==> config.mk <==
export PLATFORM = sky130hd
export DESIGN_NAME = tpt_index
export DESIGN_NICKNAME = d
export VERILOG_FILES = /design/src/hw/rtl/tpt_pkg.sv /design/src/hw/rtl/tpt_index.sv
export SDC_FILE = /design/constraint.sdc
export NUM_CORES = 1
export LEC_CHECK = 0
export BUFFER_PORTS_ARGS = -buffer_cell sky130_fd_sc_hd__buf_4
export CAP_MARGIN = 15
export CORE_MARGIN = 5
export CORE_UTILIZATION = 45
export CTS_BUF_LIST = sky130_fd_sc_hd__clkbuf_4 sky130_fd_sc_hd__clkbuf_8
export DETAILED_ROUTE_END_ITERATION = 10
export PLACE_DENSITY = 0.6
export SETUP_SLACK_MARGIN = 0.3
export SLEW_MARGIN = 20
export SYNTH_ARGS = -nofsm -noshare
export SYNTH_HDL_FRONTEND = slang
export SYNTH_SLANG_ARGS = --single-unit
==> constraint.sdc <==
create_clock -name clk -period 9.1 [get_ports clk]
set_input_delay 1.365 -clock clk [delete_from_list [all_inputs] [get_ports clk]]
set_output_delay 1.365 -clock clk [all_outputs]
set_load 0.02 [all_outputs]
==> src/hw/rtl/tpt_pkg.sv <==
`timescale 1ns / 1ps
// ----------------------------------------------------------------------------
// tpt_pkg
// Shared constants, types and helper functions of the partial trace block.
// ----------------------------------------------------------------------------
package tpt_pkg;

  // Accumulator store depth and derived address width.
  localparam int RESULT_DEPTH = 1024;
  localparam int ADDR_W       = (RESULT_DEPTH > 1) ? $clog2(RESULT_DEPTH) : 1;

  // Field widths.
  localparam int ELEM_W = 32;
  localparam int SUM_W  = 48;
  localparam int SIZE_W = 11;
  localparam int CNT_W  = 10;
  localparam int MAX_SIZE = 1024;

  // Index arithmetic widths: middle + middle_size * inner, then
  // outer + outer_size * that.
  localparam int T1_W   = SIZE_W + CNT_W;
  localparam int IDX_W  = SIZE_W + T1_W;
  // Entry total: outer_size * middle_size * inner_size.
  localparam int PROD_W = 2 * SIZE_W;
  localparam int TOT_W  = 3 * SIZE_W;

  // Configuration register indexes.
  localparam int CFG_IDX_W = 3;
  localparam logic [CFG_IDX_W-1:0] CFG_OUTER        = 3'd0;
  localparam logic [CFG_IDX_W-1:0] CFG_FIRST_TRACE  = 3'd1;
  localparam logic [CFG_IDX_W-1:0] CFG_MIDDLE       = 3'd2;
  localparam logic [CFG_IDX_W-1:0] CFG_SECOND_TRACE = 3'd3;
  localparam logic [CFG_IDX_W-1:0] CFG_INNER        = 3'd4;

  // Request commands.
  localparam logic CMD_PUSH  = 1'b0;
  localparam logic CMD_DRAIN = 1'b1;

  typedef struct packed {
    logic [SIZE_W-1:0] outer;
    logic [SIZE_W-1:0] first_trace;
    logic [SIZE_W-1:0] middle;
    logic [SIZE_W-1:0] second_trace;
    logic [SIZE_W-1:0] inner;
  } cfg_t;

  // Accumulator store access for one cycle.
  typedef struct packed {
    logic              rd_en;
    logic [ADDR_W-1:0] rd_addr;
    logic              wr_en;
    logic [ADDR_W-1:0] wr_addr;
    logic              wr_zero;
  } acc_ctl_t;

  // Zero reads as one, anything above the largest size reads as that size.
  function automatic logic [SIZE_W-1:0] size_clamp(input logic [SIZE_W-1:0] v);
    logic [SIZE_W-1:0] r;
    if (v == '0) begin
      r = SIZE_W'(1);
    end else if (v > SIZE_W'(MAX_SIZE)) begin
      r = SIZE_W'(MAX_SIZE);
    end else begin
      r = v;
    end
    return r;
  endfunction

  // Add an element to a sum, pinned at the Q32.16 limits.
  function automatic logic signed [SUM_W-1:0] sat_add(
    input logic signed [SUM_W-1:0]  acc,
    input logic signed [ELEM_W-1:0] e
  );
    logic signed [SUM_W:0]   s;
    logic signed [SUM_W-1:0] r;
    s = (SUM_W+1)'(acc) + (SUM_W+1)'(e);
    if (s[SUM_W] != s[SUM_W-1]) begin
      r = s[SUM_W] ? {1'b1, {(SUM_W-1){1'b0}}} : {1'b0, {(SUM_W-1){1'b1}}};
    end else begin
      r = s[SUM_W-1:0];
    end
    return r;
  endfunction

endpackage

==> src/hw/rtl/tpt_index.sv <==
`timescale 1ns / 1ps
// ----------------------------------------------------------------------------
// tpt_index
// Position counters of the element stream and the two-stage entry index.
// ----------------------------------------------------------------------------
module tpt_index import tpt_pkg::*; (
  input  logic              clk,
  input  logic              rst,
  input  cfg_t              cfg,
  input  logic              advance,
  output logic [ADDR_W-1:0] idx,
  output logic              hit
);

  logic [CNT_W-1:0] outer_cnt;
  logic [CNT_W-1:0] first_cnt;
  logic [CNT_W-1:0] middle_cnt;
  logic [CNT_W-1:0] second_cnt;
  logic [CNT_W-1:0] inner_cnt;

  logic [T1_W-1:0]  t1;
  logic             eq1;
  logic [IDX_W-1:0] idx_full;
  logic             eq2;

  logic w_outer, w_first, w_middle, w_second, w_inner;
  logic c_first, c_middle, c_second, c_inner;

  function automatic logic at_end(input logic [CNT_W-1:0] c, input logic [SIZE_W-1:0] size);
    return ({1'b0, c} + SIZE_W'(1)) >= size;
  endfunction

  assign w_outer  = at_end(outer_cnt, cfg.outer);
  assign w_first  = at_end(first_cnt, cfg.first_trace);
  assign w_middle = at_end(middle_cnt, cfg.middle);
  assign w_second = at_end(second_cnt, cfg.second_trace);
  assign w_inner  = at_end(inner_cnt, cfg.inner);

  assign c_first  = advance && w_outer;
  assign c_middle = c_first && w_first;
  assign c_second = c_middle && w_middle;
  assign c_inner  = c_second && w_second;

  always_ff @(posedge clk) begin
    if (rst) begin
      outer_cnt  <= '0;
      first_cnt  <= '0;
      middle_cnt <= '0;
      second_cnt <= '0;
      inner_cnt  <= '0;
    end else begin
      if (advance) begin
        outer_cnt <= w_outer ? '0 : outer_cnt + CNT_W'(1);
      end
      if (c_first) begin
        first_cnt <= w_first ? '0 : first_cnt + CNT_W'(1);
      end
      if (c_middle) begin
        middle_cnt <= w_middle ? '0 : middle_cnt + CNT_W'(1);
      end
      if (c_second) begin
        second_cnt <= w_second ? '0 : second_cnt + CNT_W'(1);
      end
      if (c_inner) begin
        inner_cnt <= w_inner ? '0 : inner_cnt + CNT_W'(1);
      end
    end
  end

  // Stage one: middle + middle_size * inner. Stage two: outer + outer_size * stage one.
  always_ff @(posedge clk) begin
    t1       <= T1_W'(middle_cnt) + T1_W'(cfg.middle) * T1_W'(inner_cnt);
    eq1      <= (first_cnt == second_cnt);
    idx_full <= IDX_W'(outer_cnt) + IDX_W'(cfg.outer) * IDX_W'(t1);
    eq2      <= eq1;
  end

  assign idx = idx_full[ADDR_W-1:0];
  assign hit = eq2 && (idx_full < IDX_W'(RESULT_DEPTH));

endmodule

==> impl_metrics.py, run 1 <==
metrics = {
    "logic_synthesis": {
        "synth_edf_count": 0,
        "yosysSeqAreaShare": 0.123,
        "synth_ff_type": "dfxtp_1",
        "synth.net_count": 2528,
        "synth-async-reset-ratio": 0,
        "synth_top_area_frac": 0.304,
        "ys_top_cells_by_area": "fa_1 30%, ha_1 15%, dfxtp_1 12%",
        "synthCells": 2009,
        "synth-seq-cells": 105,
        "ys_warn_count": 0,
        "synth_cell_type_count": 59,
        "synth_top_cells_by_count": "401 x inv_1, 260 x fa_1, 253 x nand2_1, 201 x ha_1, 139 x and2_1",
        "yosysTopAreaCell": "fa_1",
        "synth_area_mm2": 0.0171,
        "yosysMostFrequentCell": "inv_1",
        "syn_area_per_cell_um2": 8.53,
    },
    "timing": {
        "period_share": 0.705,
        "finalHoldViolations": 0,
        "fin_skew_ns": 0.0354,
        "setup_tns_ns": 0,
        "tightest_slew_ns": 0.995,
        "report.final.slew_viol_count": 0,
        "whs_ns": 0.442,
        "rsz0062_at_grt": "no",
        "setup_violations": 0,
        "post-route-min-period_ns": 6.42,
        "relSlewSlack": 0.328,
        "fmax_ghz": 0.156,
    },
    "place": {
        "hpwl_mm": 31.0,
        "place.gp.congestion": 0.843,
        "numPortBuffers": 68,
    },
    "detailed_routing": {
        "num_vias": 12700,
        "drc": 0,
        "drtIter0Drc": 498,
        "first_pass_iters": 6,
        "vias_per_cell": 5.05,
        "wirelength_mm": 37.0,
        "wl_per_cell_um": 14.7,
        "drtAntennaViolNets": 0,
    },
    "finish": {
        "nets": 2513,
        "regArea_mm2": 0.00210,
        "multi_input_area_mm2": 0.0131,
        "fillers": 3712,
        "antenna_cells": 0,
        "fin_util": 0.481,
        "syn_to_final_growth_pct": 5.79,
        "drive_gt1_frac": 0.0505,
    },
    "clock_tree": {
        "post_cts_buffers": 0,
        "cts_root_buf": "clkbuf_8",
        "numCtsBuffers": 9,
        "cts_sinks": 105,
        "cts_resized": 0,
        "cts_tree": "yes",
        "clock_path_buffers": 2,
        "htree_num_levels": 3,
        "worstSkewPairLatency_ns": 0.43,
        "holdBufCountCts": 0,
        "clkTransAtPathRegs_ns": 0.12,
    },
    "pwr": {
        "switchingPower_w": 0.000242,
        "power.leakage_nw": 9.47,
        "seqPwrFrac": 0.517,
        "power-per-cell-area_mw_per_mm2": 49.4,
        "clockPowerShare": 0.393,
        "irDropWorstVdd_mv": 0.0578,
        "p_int_w": 0.000654,
        "netSwitchingFraction": 0.270,
        "combPwrFrac": 0.090,
    },
    "global_route": {
        "overflow": 0,
        "grt_max_degree": 46,
        "antenna_found_initial": 0,
        "grt_pass1_vias": 13300,
        "grt_pass1_wl_mm": 64.6,
        "grt_usage": 0.185,
    },
    "critical_path": {
        "r2r_slack_ns": 3.22,
        "start_kind": "input pin",
        "critPathCaptureType": "register",
        "crit_fanout": 22,
        "crit_arrival_ns": 6.73,
        "path_class": "in -> reg",
        "required_ns": 9.41,
    },
    "run": {
        "maxCapViolations": 0,
    },
    "floorplan": {
        "rows": 71,
        "start_util": 0.455,
        "ios": 69,
        "die_x_um": 205,
        "die_area_mm2": 0.0421,
        "core_mm2": 0.0377,
        "chipHeight_um": 205,
    },
    "min_path": {
        "hp-class": "reg -> reg",
    },
    "run_status": {
        "outcome": "completed",
    },
}
## cell families after synthesis
| family | synth area share |
|---|---|
| AOI/OAI and AO/OA | 0.0891 |
| xor gates and xnor gates | 0.0496 |
| adders and majority gates | 0.450 |
| buffers and inverters | 0.111 |
| DFF | 0.123 |
| muxes | 0.000584 |
| and+or+nand+nor | 0.177 |
## critical path: stages
cell,delay [ns]
buf_4,0.22
nand2_1,0.12
fa_1,0.55
inv_1,0.05
fa_1,0.47
fa_1,0.53
fa_1,0.57
inv_1,0.07
fa_1,0.53
inv_1,0.04
ha_1,0.36
a21oi_1,0.25
o221ai_1,0.15
a211o_1,0.31
a31oi_1,0.31
o31ai_2,0.15
o221ai_1,0.31
nor4_1,0.11
nor4_1,0.25
## area by class of cell
class,instances,share of cell area
well taps,511,0.0353
clock inverters,6,0.00538
inverters,401,0.0830
repair buffers,69,0.0286
multi-input cells,1408,0.725
flip-flops and latches,105,0.116
clock buffers,10,0.00724
## state kept, by name (all words and copies together) (netlist names)
signal	flops
eq1	1
eq2	1
first_cnt	10
idx_full	32
inner_cnt	10
middle_cnt	10
outer_cnt	10
second_cnt	10
t1	21
## final timing paths
path | startpoint | to | cells past startpoint
worst min register to register | eq1 | eq2 | 0
worst max-delay path | cfg[51] | idx_full[31] | 19
worst max register to register | inner_cnt[3] | t1[20] | 20
worst min-delay path | eq1 | eq2 | 0
## power by group through the flow
| stage | combinational, W | sequential (W) | clock (W) |
|---|---|---|---|
| global route | 0.0000905 | 0.000463 | 0.000383 |
| CTS | 0.0000816 | 0.000463 | 0.000362 |
| detailed placement | 0.0000813 | 0.000473 | 0 |
| floorplan | 0.0000453 | 0.000473 | 0 |
| finish | 0.0000808 | 0.000463 | 0.000352 |
| global placement | 0.0000793 | 0.000473 | 0 |
## layer usage
layer  part of all wire  vias up  track usage
met3              0.035       28       0.0251
met1               0.48     6195        0.261
met2               0.47      229        0.304
met4              0.015        0       0.0411
li1                   -     6225            -
met5                  0        -            0
## placed cells by master, fill, tap and decap left out, types with 17 or more instances in the layout
cell      Yosys  routed
buf_4        10      69
nor2b_1      17      17
ha_1        201     201
o21ai_0      48      48
fa_1        260     260
inv_1       401     401
nand2_1     253     253
a21o_1       28      28
nor2_1       53      53
xnor2_1      68      68
dfxtp_1     105     105
a21oi_1      79      79
and3_1       23      23
xor2_1       29      29
nand3_1      26      26
nand2b_1     18      18
and2_1      139     139
## metrics by stage
stage          instance area, µm²  std cells  worst slack [ns]  total power (W)
3_5_place_dp                17900       2494              2.24         0.000555
3_3_place_gp                17900       2494              2.37         0.000553
6_report                    18100       2510              2.68         0.000896
2_1_floorplan               17100       2009              2.64         0.000518
4_1_cts                     18100       2510              2.70         0.000907
5_1_grt                     18100       2510              2.43         0.000937
No activity file was read; power rests on OpenSTA's default activity.
==> run 2: changes to the inputs <==
Settings changed: ABC_AREA from default to 1.
Clock period 9.1 ns to 6.6 ns, I/O delays scaled along.
==> run 2 against run 1 <==
  * Total power increased by 39%
  * Critical path depth increased by 1
  * Register-to-register slack got worse by 1.9 ns
  * Combinational power increased by 65%
  * Sequential power increased by 38%
  * Clock skew decreased by 0.011 ns
  * Flip-flop and latch count unchanged
  * Utilization decreased by 0.26 points
  * Via count increased by 13%
  * Worst hold slack got worse by 0.092 ns
  * Global-route usage increased by 0.78 points
==> impl_metrics.py, run 2 <==
metrics = {
    "run_status": {
        "outcome": "completed",
    },
    "clock_tree": {
        "post_cts_buffers": 0,
        "htree_num_levels": 3,
        "clkTransAtPathRegs_ns": 0.11,
        "cts_resized": 0,
        "holdBufCountCts": 0,
        "numCtsBuffers": 9,
        "worstSkewPairLatency_ns": 0.44,
        "cts_sinks": 105,
        "cts_tree": "yes",
        "cts_root_buf": "clkbuf_8",
        "clock_path_buffers": 2,
    },
    "logic_synthesis": {
        "synth_ff_type": "dfxtp_1",
        "yosysMostFrequentCell": "inv_1",
        "ys_warn_count": 0,
        "yosysTopAreaCell": "fa_1",
        "synth.net_count": 2938,
        "synth-seq-cells": 105,
        "syn_area_per_cell_um2": 7.40,
        "ys_top_cells_by_area": "fa_1 29%, ha_1 14%, inv_1 13%",
        "synthCells": 2419,
        "synth_area_mm2": 0.0179,
        "yosysSeqAreaShare": 0.117,
        "synth_cell_type_count": 45,
        "synth_edf_count": 0,
        "synth_top_area_frac": 0.291,
        "synth-async-reset-ratio": 0,
        "synth_top_cells_by_count": "622 x inv_1, 609 x nand2_1, 260 x fa_1, 201 x ha_1, 119 x nor2_1",
    },
    "timing": {
        "tightest_slew_ns": 0.977,
        "period_share": 0.818,
        "fin_skew_ns": 0.0242,
        "relSlewSlack": 0.343,
        "report.final.slew_viol_count": 0,
        "setup_tns_ns": 0,
        "rsz0062_at_grt": "no",
        "fmax_ghz": 0.185,
        "post-route-min-period_ns": 5.40,
        "finalHoldViolations": 0,
        "setup_violations": 0,
    },
    "finish": {
        "final_cell_area_mm2": 0.0189,
        "drive_gt1_frac": 0.0509,
        "syn_to_final_growth_pct": 5.73,
        "antenna_cells": 0,
        "mostFrequentLayoutCells": "622 x inv_1, 609 x nand2_1, 260 x fa_1, 201 x ha_1, 119 x nor2_1",
        "nets": 2932,
        "reg_top3": "idx_full (32), t1 (21)",
        "fin_util": 0.479,
        "top_register": "idx_full",
        "fillers": 3984,
        "layout_commonest_cell": "inv_1",
        "largest_reg_flops": 32,
        "fin_cells": 2943,
    },
    "place": {
        "numPortBuffers": 68,
        "post_dp_cell_area_mm2": 0.0187,
        "dpl.cell_count": 2927,
        "place.gp.congestion": 0.900,
        "hpwl_mm": 34.7,
    },
    "critical_path": {
        "crit_arrival_ns": 5.73,
        "path_class": "in -> reg",
        "crit_start": "cfg[54]",
        "r2r_slack_ns": 1.31,
        "worstSetupEndpoint": "idx_full[30]",
        "r2r_end": "idx_full[30]",
        "start_kind": "input pin",
        "crit_fanout": 22,
        "required_ns": 6.93,
        "critPathCaptureType": "register",
        "r2r-start": "t1[12]",
        "r2r_cells": 19,
    },
    "floorplan": {
        "die_area_mm2": 0.0439,
        "rows": 73,
        "core_mm2": 0.0395,
        "ios": 69,
        "die_x_um": 210,
        "chipHeight_um": 210,
        "start_util": 0.453,
    },
    "detailed_routing": {
        "num_vias": 14300,
        "first_pass_iters": 5,
        "drtIter0Drc": 744,
        "wirelength_mm": 41.1,
        "drtAntennaViolNets": 0,
        "wl_per_cell_um": 14.0,
        "drc": 0,
        "vias_per_cell": 4.87,
    },
    "run": {
        "maxCapViolations": 0,
    },
    "pwr": {
        "power.leakage_nw": 11.1,
        "power-per-cell-area_mw_per_mm2": 65.7,
        "irDropWorstVdd_mv": 0.0818,
    },
    "min_path": {
        "hp-class": "reg -> reg",
    },
    "global_route": {
        "overflow": 0,
        "grt_usage": 0.192,
        "grt_pass1_vias": 14700,
        "grt_pass1_wl_mm": 70.6,
        "grt_max_degree": 25,
        "antenna_found_initial": 0,
    },
}
==> run 2: through the flow <==
step | hold slack (ns) | power, W | worst slack [ns]
2_1_floorplan | 0.310 | 0.000729 | 1.12
3_3_place_gp | 0.317 | 0.000784 | 0.771
3_5_place_dp | 0.330 | 0.000787 | 0.738
4_1_cts | 0.355 | 0.00127 | 1.23
5_1_grt | 0.359 | 0.00130 | 0.931
6_report | 0.350 | 0.00124 | 1.20
==> run 2: metal layers <==
layer | track usage | wire length [µm]
met2 | 0.336 | 19600
met4 | 0.0488 | 849
met1 | 0.255 | 19000
met3 | 0.0223 | 1660
met5 | 0 | 0
==> run 2: worst max-delay path, cell delays in order <==
cell and delay, ns:
buf_4 0.24, nand2_1 0.12, fa_1 0.55, inv_1 0.05, fa_1 0.53, inv_1 0.06, fa_1 0.53, inv_1 0.05
fa_1 0.52, inv_1 0.06, fa_1 0.54, inv_1 0.04, ha_1 0.35, nand2_1 0.12, nor2_1 0.13, inv_1 0.09
nor4_1 0.38, nand4_1 0.21, nand3_1 0.10, nand2_1 0.05
==> run 2: how the worst min path moves through the flow <==
stage	start	endpoint	slack [ns]	cells past startpoint
after floorplan	eq1	eq2	0.31	0
after CTS	eq1	eq2	0.35	0
after global placement	eq1	eq2	0.32	0
after detailed placement	eq1	eq2	0.33	0
after global routing	eq1	eq2	0.36	0
final	eq1	eq2	0.35	0
==> run 2: cells by family after synthesis <==
family	after synthesis	share of synthesized area
AO/OA/AOI/OAI	167	0.0511
buffers and inverters	714	0.153
adder cells (fa/ha/maj)	461	0.431
XOR/XNOR	83	0.0406
AND/OR/NAND/NOR	889	0.207
flip-flops	105	0.117
==> run 2: final cells by class <==
class / count / area, µm² / share of cell area
multi-input cells: 1600 / 13100 / 0.690
inverters: 628 / 2360 / 0.124
well taps: 525 / 657 / 0.0347
clock buffers: 9 / 124 / 0.00654
flip-flops and latches: 105 / 2100 / 0.111
clock inverters: 7 / 108 / 0.00568
repair buffers: 69 / 518 / 0.0274
==> run 2: report_power, final <==
part	internal (W)	total (W)	switching, W
clock network	0.000189	0.000472	0.000283
logic	0.0000456	0.000133	0.0000874
registers	0.000636	0.000639	0.00000225
